<file path="config.mk">
export PLATFORM = sky130hd
export DESIGN_NAME = sorted_table_insert_delete_search_core
export DESIGN_NICKNAME = d
export VERILOG_FILES = /design/src/design/stids_pkg.sv /design/src/design/stids_cell.sv /design/src/design/sorted_table_insert_delete_search_core.sv
export SDC_FILE = /design/constraint.sdc
export NUM_CORES = 2
export LEC_CHECK = 0
export BUFFER_PORTS_ARGS = -buffer_cell sky130_fd_sc_hd__buf_4
export CORE_MARGIN = 10
export CORE_UTILIZATION = 25
export DETAILED_ROUTE_END_ITERATION = 12
export PLACE_DENSITY = 0.36
export SETUP_SLACK_MARGIN = 0.4
export SLEW_MARGIN = 20
export SYNTH_ARGS = -nofsm -noshare
export SYNTH_HDL_FRONTEND = slang
export SYNTH_SLANG_ARGS = --single-unit
</file>
<file path="constraint.sdc">
create_clock -name clk_i -period 12.2 [get_ports clk_i]
set_input_delay 2.44 -clock clk_i [delete_from_list [all_inputs] [get_ports clk_i]]
set_output_delay 2.44 -clock clk_i [all_outputs]
set_load 0.01 [all_outputs]
</file>
<file path="src/design/stids_pkg.sv">
// ----------------------------------------------------------------------------
// stids_pkg: shared types and constants of the sorted table core
// Table depth, field widths, operation and status codes, cell control types.
// ----------------------------------------------------------------------------
package stids_pkg;

  localparam int unsigned DEPTH = 16;
  localparam int unsigned VAL_W = 32;
  localparam int unsigned POS_W = $clog2(DEPTH);
  localparam int unsigned CNT_W = $clog2(DEPTH + 1);

  // operation codes; the unused code behaves as a search
  localparam logic [1:0] ACT_INSERT = 2'd0;
  localparam logic [1:0] ACT_DELETE = 2'd1;
  localparam logic [1:0] ACT_SEARCH = 2'd2;

  // result status codes
  localparam logic [1:0] ST_DONE   = 2'd0;
  localparam logic [1:0] ST_FULL   = 2'd1;
  localparam logic [1:0] ST_ABSENT = 2'd2;

  // broadcast from the controller to every cell
  typedef struct packed {
    logic                    ins;
    logic                    del;
    logic signed [VAL_W-1:0] value;
  } cell_ctl_t;

  // per-cell compare outcome back to the controller
  typedef struct packed {
    logic lt;     // occupied and entry below the operand
    logic first;  // first cell not below the operand
    logic eq;     // occupied and entry equal to the operand
  } cell_sts_t;

endpackage

</file>
<file path="src/design/stids_cell.sv">
// ----------------------------------------------------------------------------
// stids_cell: one slot of the sorted table
// Holds one entry, compares it with the broadcast operand and shifts data to
// or from its neighbors on insert and delete.
// ----------------------------------------------------------------------------
module stids_cell
  import stids_pkg::*;
(
  input  logic                    clk_i,
  input  cell_ctl_t               ctl_i,
  input  logic                    occ_i,
  input  logic                    left_lt_i,
  input  logic signed [VAL_W-1:0] left_entry_i,
  input  logic signed [VAL_W-1:0] right_entry_i,
  output logic signed [VAL_W-1:0] entry_o,
  output cell_sts_t               sts_o
);

  logic signed [VAL_W-1:0] entry_q;
  logic signed [VAL_W-1:0] entry_d;

  always_comb begin
    sts_o.lt    = occ_i && (entry_q < ctl_i.value);
    sts_o.eq    = occ_i && (entry_q == ctl_i.value);
    sts_o.first = left_lt_i && !sts_o.lt;
  end

  // cells below the insert or delete point keep their entry
  always_comb begin
    entry_d = entry_q;
    if (ctl_i.ins && !sts_o.lt) begin
      entry_d = left_lt_i ? ctl_i.value : left_entry_i;
    end else if (ctl_i.del && !sts_o.lt) begin
      entry_d = right_entry_i;
    end
  end

  always_ff @(posedge clk_i) begin
    entry_q <= entry_d;
  end

  assign entry_o = entry_q;

endmodule

</file>
<file path="src/design/sorted_table_insert_delete_search_core.sv">
// ----------------------------------------------------------------------------
// sorted_table_insert_delete_search_core: sorted table with insert/delete/search
// Keeps up to DEPTH signed values in ascending order in a row of cells.
// ----------------------------------------------------------------------------
//  channel  | direction | word contents (low bit first)
//  s_axis   | in        | action[1:0], value[33:2], zero pad to 40 bits
//  m_axis   | out       | status[1:0], hit[2], position[6:3], occupancy[11:7]
//
// one word per cycle unless a result waits on m_axis: every cell compares its
// entry with the operand and shifts in the same cycle, the result lands in the
// output register and is valid in the cycle after input acceptance
// reset clears the entry count and the output valid flag; entries and output data need none
// input stalls only while a finished result waits on m_axis
// ----------------------------------------------------------------------------
module sorted_table_insert_delete_search_core
  import stids_pkg::*;
(
  input  logic        clk_i,
  input  logic        rst_ni,
  input  logic        s_axis_tvalid,
  output logic        s_axis_tready,
  input  logic [39:0] s_axis_tdata,   // action[1:0], value[33:2]
  output logic        m_axis_tvalid,
  input  logic        m_axis_tready,
  output logic [15:0] m_axis_tdata    // status, hit, position, occupancy
);

  logic                    in_acc;
  logic [1:0]              act;
  logic signed [VAL_W-1:0] val;

  logic [CNT_W-1:0] held_q;
  logic [CNT_W-1:0] held_d;

  logic             out_vld_q;
  logic [1:0]       out_st_q;
  logic [1:0]       out_st_d;
  logic             out_hit_q;
  logic             out_hit_d;
  logic [POS_W-1:0] out_pos_q;
  logic [POS_W-1:0] out_pos_d;
  logic [CNT_W-1:0] out_cnt_q;

  cell_ctl_t               ctl;
  cell_sts_t               sts   [DEPTH];
  logic signed [VAL_W-1:0] entry [DEPTH];
  logic [DEPTH-1:0]        occ;
  logic [DEPTH-1:0]        first_vec;
  logic [DEPTH-1:0]        eq_vec;
  logic [POS_W-1:0]        pos;
  logic                    full;
  logic                    found;

  assign s_axis_tready = !out_vld_q || m_axis_tready;
  assign in_acc        = s_axis_tvalid && s_axis_tready;
  assign act           = s_axis_tdata[1:0];
  assign val           = $signed(s_axis_tdata[VAL_W+1:2]);

  assign full  = (held_q == CNT_W'(DEPTH));
  assign found = |eq_vec;

  always_comb begin
    for (int i = 0; i < DEPTH; i++) begin
      occ[i]       = (held_q > CNT_W'(i));
      first_vec[i] = sts[i].first;
      eq_vec[i]    = sts[i].eq;
    end
  end

  // encode the one-hot insert/match point
  always_comb begin
    pos = '0;
    for (int i = 0; i < DEPTH; i++) begin
      if (first_vec[i]) begin
        pos = pos | POS_W'(i);
      end
    end
  end

  always_comb begin
    ctl.value = val;
    ctl.ins   = 1'b0;
    ctl.del   = 1'b0;
    held_d    = held_q;
    out_st_d  = ST_DONE;
    out_hit_d = 1'b1;
    out_pos_d = pos;
    if (act == ACT_INSERT) begin
      if (full) begin
        out_st_d  = ST_FULL;
        out_hit_d = 1'b0;
        out_pos_d = '0;
      end else begin
        ctl.ins = in_acc;
        held_d  = held_q + CNT_W'(1);
      end
    end else if (!found) begin
      out_st_d  = ST_ABSENT;
      out_hit_d = 1'b0;
      out_pos_d = '0;
    end else if (act == ACT_DELETE) begin
      ctl.del = in_acc;
      held_d  = held_q - CNT_W'(1);
    end
  end

  for (genvar g = 0; g < DEPTH; g++) begin : g_cell
    logic                    left_lt;
    logic signed [VAL_W-1:0] left_entry;
    logic signed [VAL_W-1:0] right_entry;

    if (g == 0) begin : g_head
      assign left_lt    = 1'b1;
      assign left_entry = '0;
    end else begin : g_body
      assign left_lt    = sts[g-1].lt;
      assign left_entry = entry[g-1];
    end

    if (g == DEPTH - 1) begin : g_tail
      assign right_entry = entry[g];
    end else begin : g_mid
      assign right_entry = entry[g+1];
    end

    stids_cell u_cell (
      .clk_i         (clk_i),
      .ctl_i         (ctl),
      .occ_i         (occ[g]),
      .left_lt_i     (left_lt),
      .left_entry_i  (left_entry),
      .right_entry_i (right_entry),
      .entry_o       (entry[g]),
      .sts_o         (sts[g])
    );
  end

  always_ff @(posedge clk_i or negedge rst_ni) begin
    if (!rst_ni) begin
      held_q    <= '0;
      out_vld_q <= 1'b0;
    end else begin
      if (in_acc) begin
        held_q    <= held_d;
        out_vld_q <= 1'b1;
      end else if (m_axis_tready) begin
        out_vld_q <= 1'b0;
      end
    end
  end

  always_ff @(posedge clk_i) begin
    if (in_acc) begin
      out_st_q  <= out_st_d;
      out_hit_q <= out_hit_d;
      out_pos_q <= out_pos_d;
      out_cnt_q <= held_d;
    end
  end

  assign m_axis_tvalid = out_vld_q;
  assign m_axis_tdata  = {4'b0, out_cnt_q, out_pos_q, out_hit_q, out_st_q};

  // count never passes the table depth
  a_held_range: assert property (@(posedge clk_i) disable iff (!rst_ni)
    held_q <= CNT_W'(DEPTH))
    else $error("entry count beyond depth");

  // at most one cell marks the insert/match point
  a_first_onehot: assert property (@(posedge clk_i) disable iff (!rst_ni)
    $onehot0(first_vec))
    else $error("several cells claim the insert point");

  // an accepted insert on a table with room grows the count by one
  a_insert_grows: assert property (@(posedge clk_i) disable iff (!rst_ni)
    in_acc && (act == ACT_INSERT) && !full |=> held_q == $past(held_q) + CNT_W'(1))
    else $error("insert did not grow the table");

  // a hit result always carries the done status
  a_hit_done: assert property (@(posedge clk_i) disable iff (!rst_ni)
    out_vld_q && out_hit_q |-> out_st_q == ST_DONE)
    else $error("hit reported with a failure status");

endmodule
</file>
; After elaboration in Yosys (flattened, before gate mapping)
; Cells that the tools add are included.
[word_totals]
input_bits = 44
ff_bits = 530
wordCells = 269
output_inout_bits = 18
[op_classes]
n_addsub = 2
muxes = 80
order_cmp = 32
n_reduce_logical = 115
eq_ne = 18
[op_table]
columns = cell, n
row1 = 2-to-1 mux 32 bit, 45
row2 = equality test 32 bit, 16
row3 = < comparator 32 bit, 16
row4 = logical AND 1 bit, 79
row5 = 2-to-1 mux 4 bit, 11
row6 = > comparator 5 x 4 -> 1 bit (second input constant), 8
row7 = nonzero test 2 bit, 16
row8 = > comparator 5 x 3 -> 1 bit (second input constant), 4
row9 = 2-to-1 mux 5 bit, 4
row10 = zero test 1 bit, 17
row11 = OR reduction 16 bit, 1
row12 = 2-to-1 mux 1 bit, 12
row13 = 2-to-1 mux 3 bit, 4
row14 = > comparator 5 x 1 -> 1 bit (second input constant), 2
row15 = > comparator 5 x 2 -> 1 bit (second input constant), 2
row16 = 2-to-1 mux 2 bit, 4
row17 = adder 5 x 1 -> 5 bit (second input constant), 1
row18 = equality test 5 bit (second input constant), 1
row19 = subtractor 5 x 1 -> 5 bit (second input constant), 1
row20 = equality test 2 x 1 -> 1 bit (second input constant), 1
row21 = zero test 2 bit, 1
row22 = logical OR 1 bit, 1

; Logic depth before layout (Yosys ltp)
[depth]
depth_word = 21
mapped_depth = 13
ltp_nobuf = 11

; Modules after synthesis
; A second synthesis with hierarchy kept.
[hier_totals]
hier_cells = 4467
hier_area_um2 = 43685.6
[modules_own_cells]
columns = mod, cells_each, instances, seq_area_each_um2, area_each_um2
row1 = stids_cell, 269, 16, 960.9, 2636.3
row2 = sorted_table_insert_delete_search_core, 163, 1, 510.5, 1505.2

; Least setup slack after synthesis
; OpenSTA, ideal clock, no wires.
[synth_path]
path_kind = in2reg
from = input s_axis_tdata[15]
to = register g_cell[6].u_cell.entry_q[0], enable pin
cell_stages = 11
slack_ns = 5.600
setup_ns = 0.421
n_path_buf = 2
arrival_ns = 6.179
t_required_ns = 11.779
cell_sequence = inv_1 ha_1 a21o_1 a21o_1 a221o_1 o31a_1 o211a_1 or2_1 buf_6 buf_2 nor2_1
[synth_between]
elab_chain_len = 7
word_cells_on_any_way = 41
cone_classes = 1 x order compare / 16 x eq/ne / 2 x mux / 22 x reduce/logical
[synth_rtl]
columns = element, line_no
row1 = "start, declared", sorted_table_insert_delete_search_core.sv:22  ; input logic [39:0] s_axis_tdata,
row2 = "parallel branches: the longest is 6 deep, another holds < comparator 32 bit", -
row3 = nonzero test 2 bit (no line) *, -
row4 = "end signal, assigned", stids_cell.sv:39  ; entry_q <= entry_d;
row5 = "end, declared", stids_cell.sv:19  ; logic signed [VAL_W-1:0] entry_q;
; Mark *: on every way between the ends.
; A chain may end at the register's enable or synchronous reset.

; Worst setup path in the final report
[layout_path]
from = input s_axis_tdata[31]
to = register g_cell[10].u_cell.entry_q[5], enable pin
[layout_between]
elab_chain_len = 7
word_cells_on_any_way = 41
cone_classes = 1 x order compare / 16 x eq/ne / 2 x mux / 22 x reduce/logical
[layout_rtl]
columns = element, line_no
row1 = "parallel branches: the longest is 6 deep, another holds < comparator 32 bit", -
row2 = nonzero test 2 bit (no line) *, -
row3 = "end signal, assigned", stids_cell.sv:39
row4 = "end, declared", stids_cell.sv:19
; Marks and branches as above.

==> run_results.csv <==
group,metric,value,unit
outcome,status,"complete, no violations",
worst_setup_path,arrival,7.66,ns
power,power.leakage,0.01644,uW
logic_synthesis,synth_top_area_frac,0.4095,
final_layout,final_nets,4430,
worst_setup_path,start_kind,"input pin",
floorplanning,core_area,0.1523,mm2
logic_synthesis,synth_common_cells,"748 x a21oi_1, 637 x nor2_1, 524 x edfxtp_1, 517 x ha_1, 266 x mux2i_1",
global_routing,grt_pass1_vias,29836,
timing,hold_viol,0,
placed_design,hpwl,102500,um
logic_synthesis,yosysTopAreaCell,"edfxtp_1",
run,cap_violations,0,
drt,wl,133600,um
power,power_density,136.3,mW/mm2
logic_synthesis,synth_edf_count,524,
worst_setup_path,crit_type,"in -> reg",
timing,setup_ws,4.820,ns
logic_synthesis,synth_seq_cells,530,
worst_setup_path,rr_endpoint,"g_cell[10].u_cell.entry_o[5]",
worst_setup_path,worstPathRequired,12.48,ns
floorplanning,rows,143,
worst_setup_path,rr_startpoint,"held_q[1]",
final_layout,synthToLayoutAreaGrowth,12.66,%
worst_setup_path,path_cells,"buf_4, inv_1, ha_1, nand4_1, nor4bb_1, nand4_1, o2111ai_1, o41ai_4, nand2_1, nand2_1, nor2_4",
clock_network,cts.htree.levels,3,
clock_network,cts_hold_buf,0,
floorplanning,die_h,412.0,um
min_path,hold_class,"reg -> reg",
floorplanning,fp.dieW,412.0,um
placed_design,gp_congestion,0.8082,
final_layout,utilization,0.2843,
drt,ant_nets,0,
worst_setup_path,worstSetupEndpointType,"register",
clock_network,cts_tree,"yes",
timing,fin_skew,0.02480,ns
logic_synthesis,yosys_warnings,0,
worst_setup_path,critPathSlowestCell,"nor2_4",
worst_setup_path,r2r_cells,10,
timing,min_period,7.380,ns
floorplanning,dieArea,0.1698,mm2
worst_setup_path,reg2reg_setup_slack,6.47,ns
drt,drt_pass1_iterations,6,
clock_network,clk_path_buf_depth,3,
logic_synthesis,post_synth_main_area_contributors,"edfxtp_1 41%, ha_1 17%, a21oi_1 9.7%, mux2i_1 6.9%, nor2_1 6.2%",
timing,fmax,135.5,MHz
clock_network,postCtsSetupRepairBufs,0,
worst_setup_path,cp_max_fo,32,
global_routing,grt_pass1_wl,199000,um
timing,slew_headroom,0.2580,
timing,worstMarginPinSlew,1.098,ns
clock_network,cts_buffers,71,
logic_synthesis,synthCells,3877,
global_routing,antenna_found_initial,4,
timing,rsz0062_at_grt,"no",
clock_network,root_buffer,"clkbuf_16",
min_path,hold_path_end,"m_axis_tvalid",
logic_synthesis,synth.most_common_cell,"a21oi_1",
timing,slew_violations,0,
min_path,min_from,"m_axis_tvalid",
floorplanning,design.portCount,62,
drt,route.detailed.drc,0,
logic_synthesis,syn_area_per_cell,9.910,um2
placed_design,dp_slack,3.819,ns
logic_synthesis,synth-async-reset-ratio,0.01132,
logic_synthesis,ys_seq_area_frac,0.4134,
timing,setup_viol,0,
final_layout,drive_above_1_share,0.09357,
min_path,min_path_cells,2,
worst_setup_path,crit_start,"s_axis_tdata[31]",
floorplanning,initial_core_util,0.2523,
global_routing,overflow,0,
clock_network,path_clk_slew,0.05,ns
worst_setup_path,critPathMaxStageDelay,1.09,ns
drt,via_count,29457,
clock_network,clkLatencyLatePin,0.67,ns
drt,wl_per_cell,22.44,um
power,vdd_ir_drop_max,77.26,uV
logic_synthesis,synth_area,0.03842,mm2
timing,fin_setup_tns,0,ns
timing,fin_crit_sh,0.6050,
logic_synthesis,netlist-cell-type-count,86,
clock_network,numClockSinks,530,
logic_synthesis,synthFlopType,"edfxtp_1",
drt,vias_per_cell,4.948,
clock_network,post_cts_resized,0,
global_routing,grt_max_degree,70,
drt,first_iter_violations,1599,
placed_design,io_buffers,51,
global_routing,track_usage,0.1532,
[kinds of logic after synthesis]
kind of cell / Yosys count / share of synthesized area
AND/OR/NAND/NOR: 1145 / 0.1331
buffers and inverters: 283 / 0.03517
adder cells (fa/ha/maj): 517 / 0.1684
other: 1 / 0.00009760
XOR/XNOR: 6 / 0.001368
multiplexers: 333 / 0.08910
flip-flops: 530 / 0.4134
AO/OA/AOI/OAI: 1062 / 0.1593
[cell type report]
class	count	area [um2]
clock buffer	93	1944
antenna	1	2.502
multi-input combinational	3067	21440
clock inverter	33	153.9
tap	2030	2540
fill	16071	109000
inverter	69	259.0
sequential	530	15890
timing repair buffer	130	1059
[worst max path at each step]
stage / depth (start not counted) / slack (ns) / end
after floorplan: 11 / 5.60 / g_cell[6].u_cell.entry_o[0]
after global placement: 11 / 3.91 / g_cell[12].u_cell.entry_o[8]
after detailed placement: 11 / 3.82 / g_cell[12].u_cell.entry_o[8]
after CTS: 11 / 4.56 / g_cell[12].u_cell.entry_o[8]
after global routing: 11 / 4.53 / g_cell[10].u_cell.entry_o[11]
final: 11 / 4.82 / g_cell[10].u_cell.entry_o[5]
[report_power, final]
group | leakage (uW) | switching, uW | internal [uW]
sequential | 0.00484 | 99.8 | 2130
combinational | 0.0106 | 1070 | 590
clock | 0.00102 | 899 | 1120
total | 0.0164 | 2070 | 3830
[cell usage in the layout (no fill, tap or decap), types with 17 or more instances in the layout]
master       n
nand2b_1    21
buf_4      123
mux2_2      65
nor4_1      24
o21ai_0     81
clkinv_1    24
ha_1       517
nor2b_1     26
o21ai_1     31
a21o_1      52
clkbuf_1    18
nand2_1    212
a31oi_2     27
nand4_1    109
mux2i_1    260
nor2_1     625
nand3_1     34
edfxtp_1   524
nor2_4      17
inv_1       68
clkbuf_16   75
and4_1      19
a21oi_1    747
[sequential cells by signal, indices dropped and copies added, names as in the netlist]
name and count:
out_hit_q 1, m_axis_tvalid 1, out_pos_q 4, held_q 5, out_st_q 2, out_cnt_q 5, g_cell.u_cell.entry_o 512
[metrics by stage]
step	hold WS, ns	cell area (um2)	total power, uW	cells
3_5_place_dp	0.5402	41050	3936	5819
2_1_floorplan	0.5219	38430	3415	3880
3_3_place_gp	0.5447	41050	3921	5819
4_1_cts	0.5582	43150	6001	5945
6_report	0.5446	43290	5899	5953
5_1_grt	0.6069	43290	6247	5952
[layer usage]
| layer | track usage | share of wire | vias to the layer above | wire (um) |
|---|---|---|---|---|
| met5 | 0 | 0 | - | 0 |
| met4 | 0.02845 | 0.016 | 0 | 2121 |
| met3 | 0.02200 | 0.032 | 115 | 4273 |
| met2 | 0.2439 | 0.45 | 398 | 59950 |
| met1 | 0.2202 | 0.50 | 14394 | 67260 |
| li1 | - | - | 14550 | - |
[critical path: cells and delay by family]
family                   cells  cell delay, ns
AO/OA/AOI/OAI                2            0.52
adder cells (fa/ha/maj)      1            0.45
buffers and inverters        2            0.60
AND/OR/NAND/NOR              6            3.58
No activity file was read; power rests on OpenSTA's default activity.
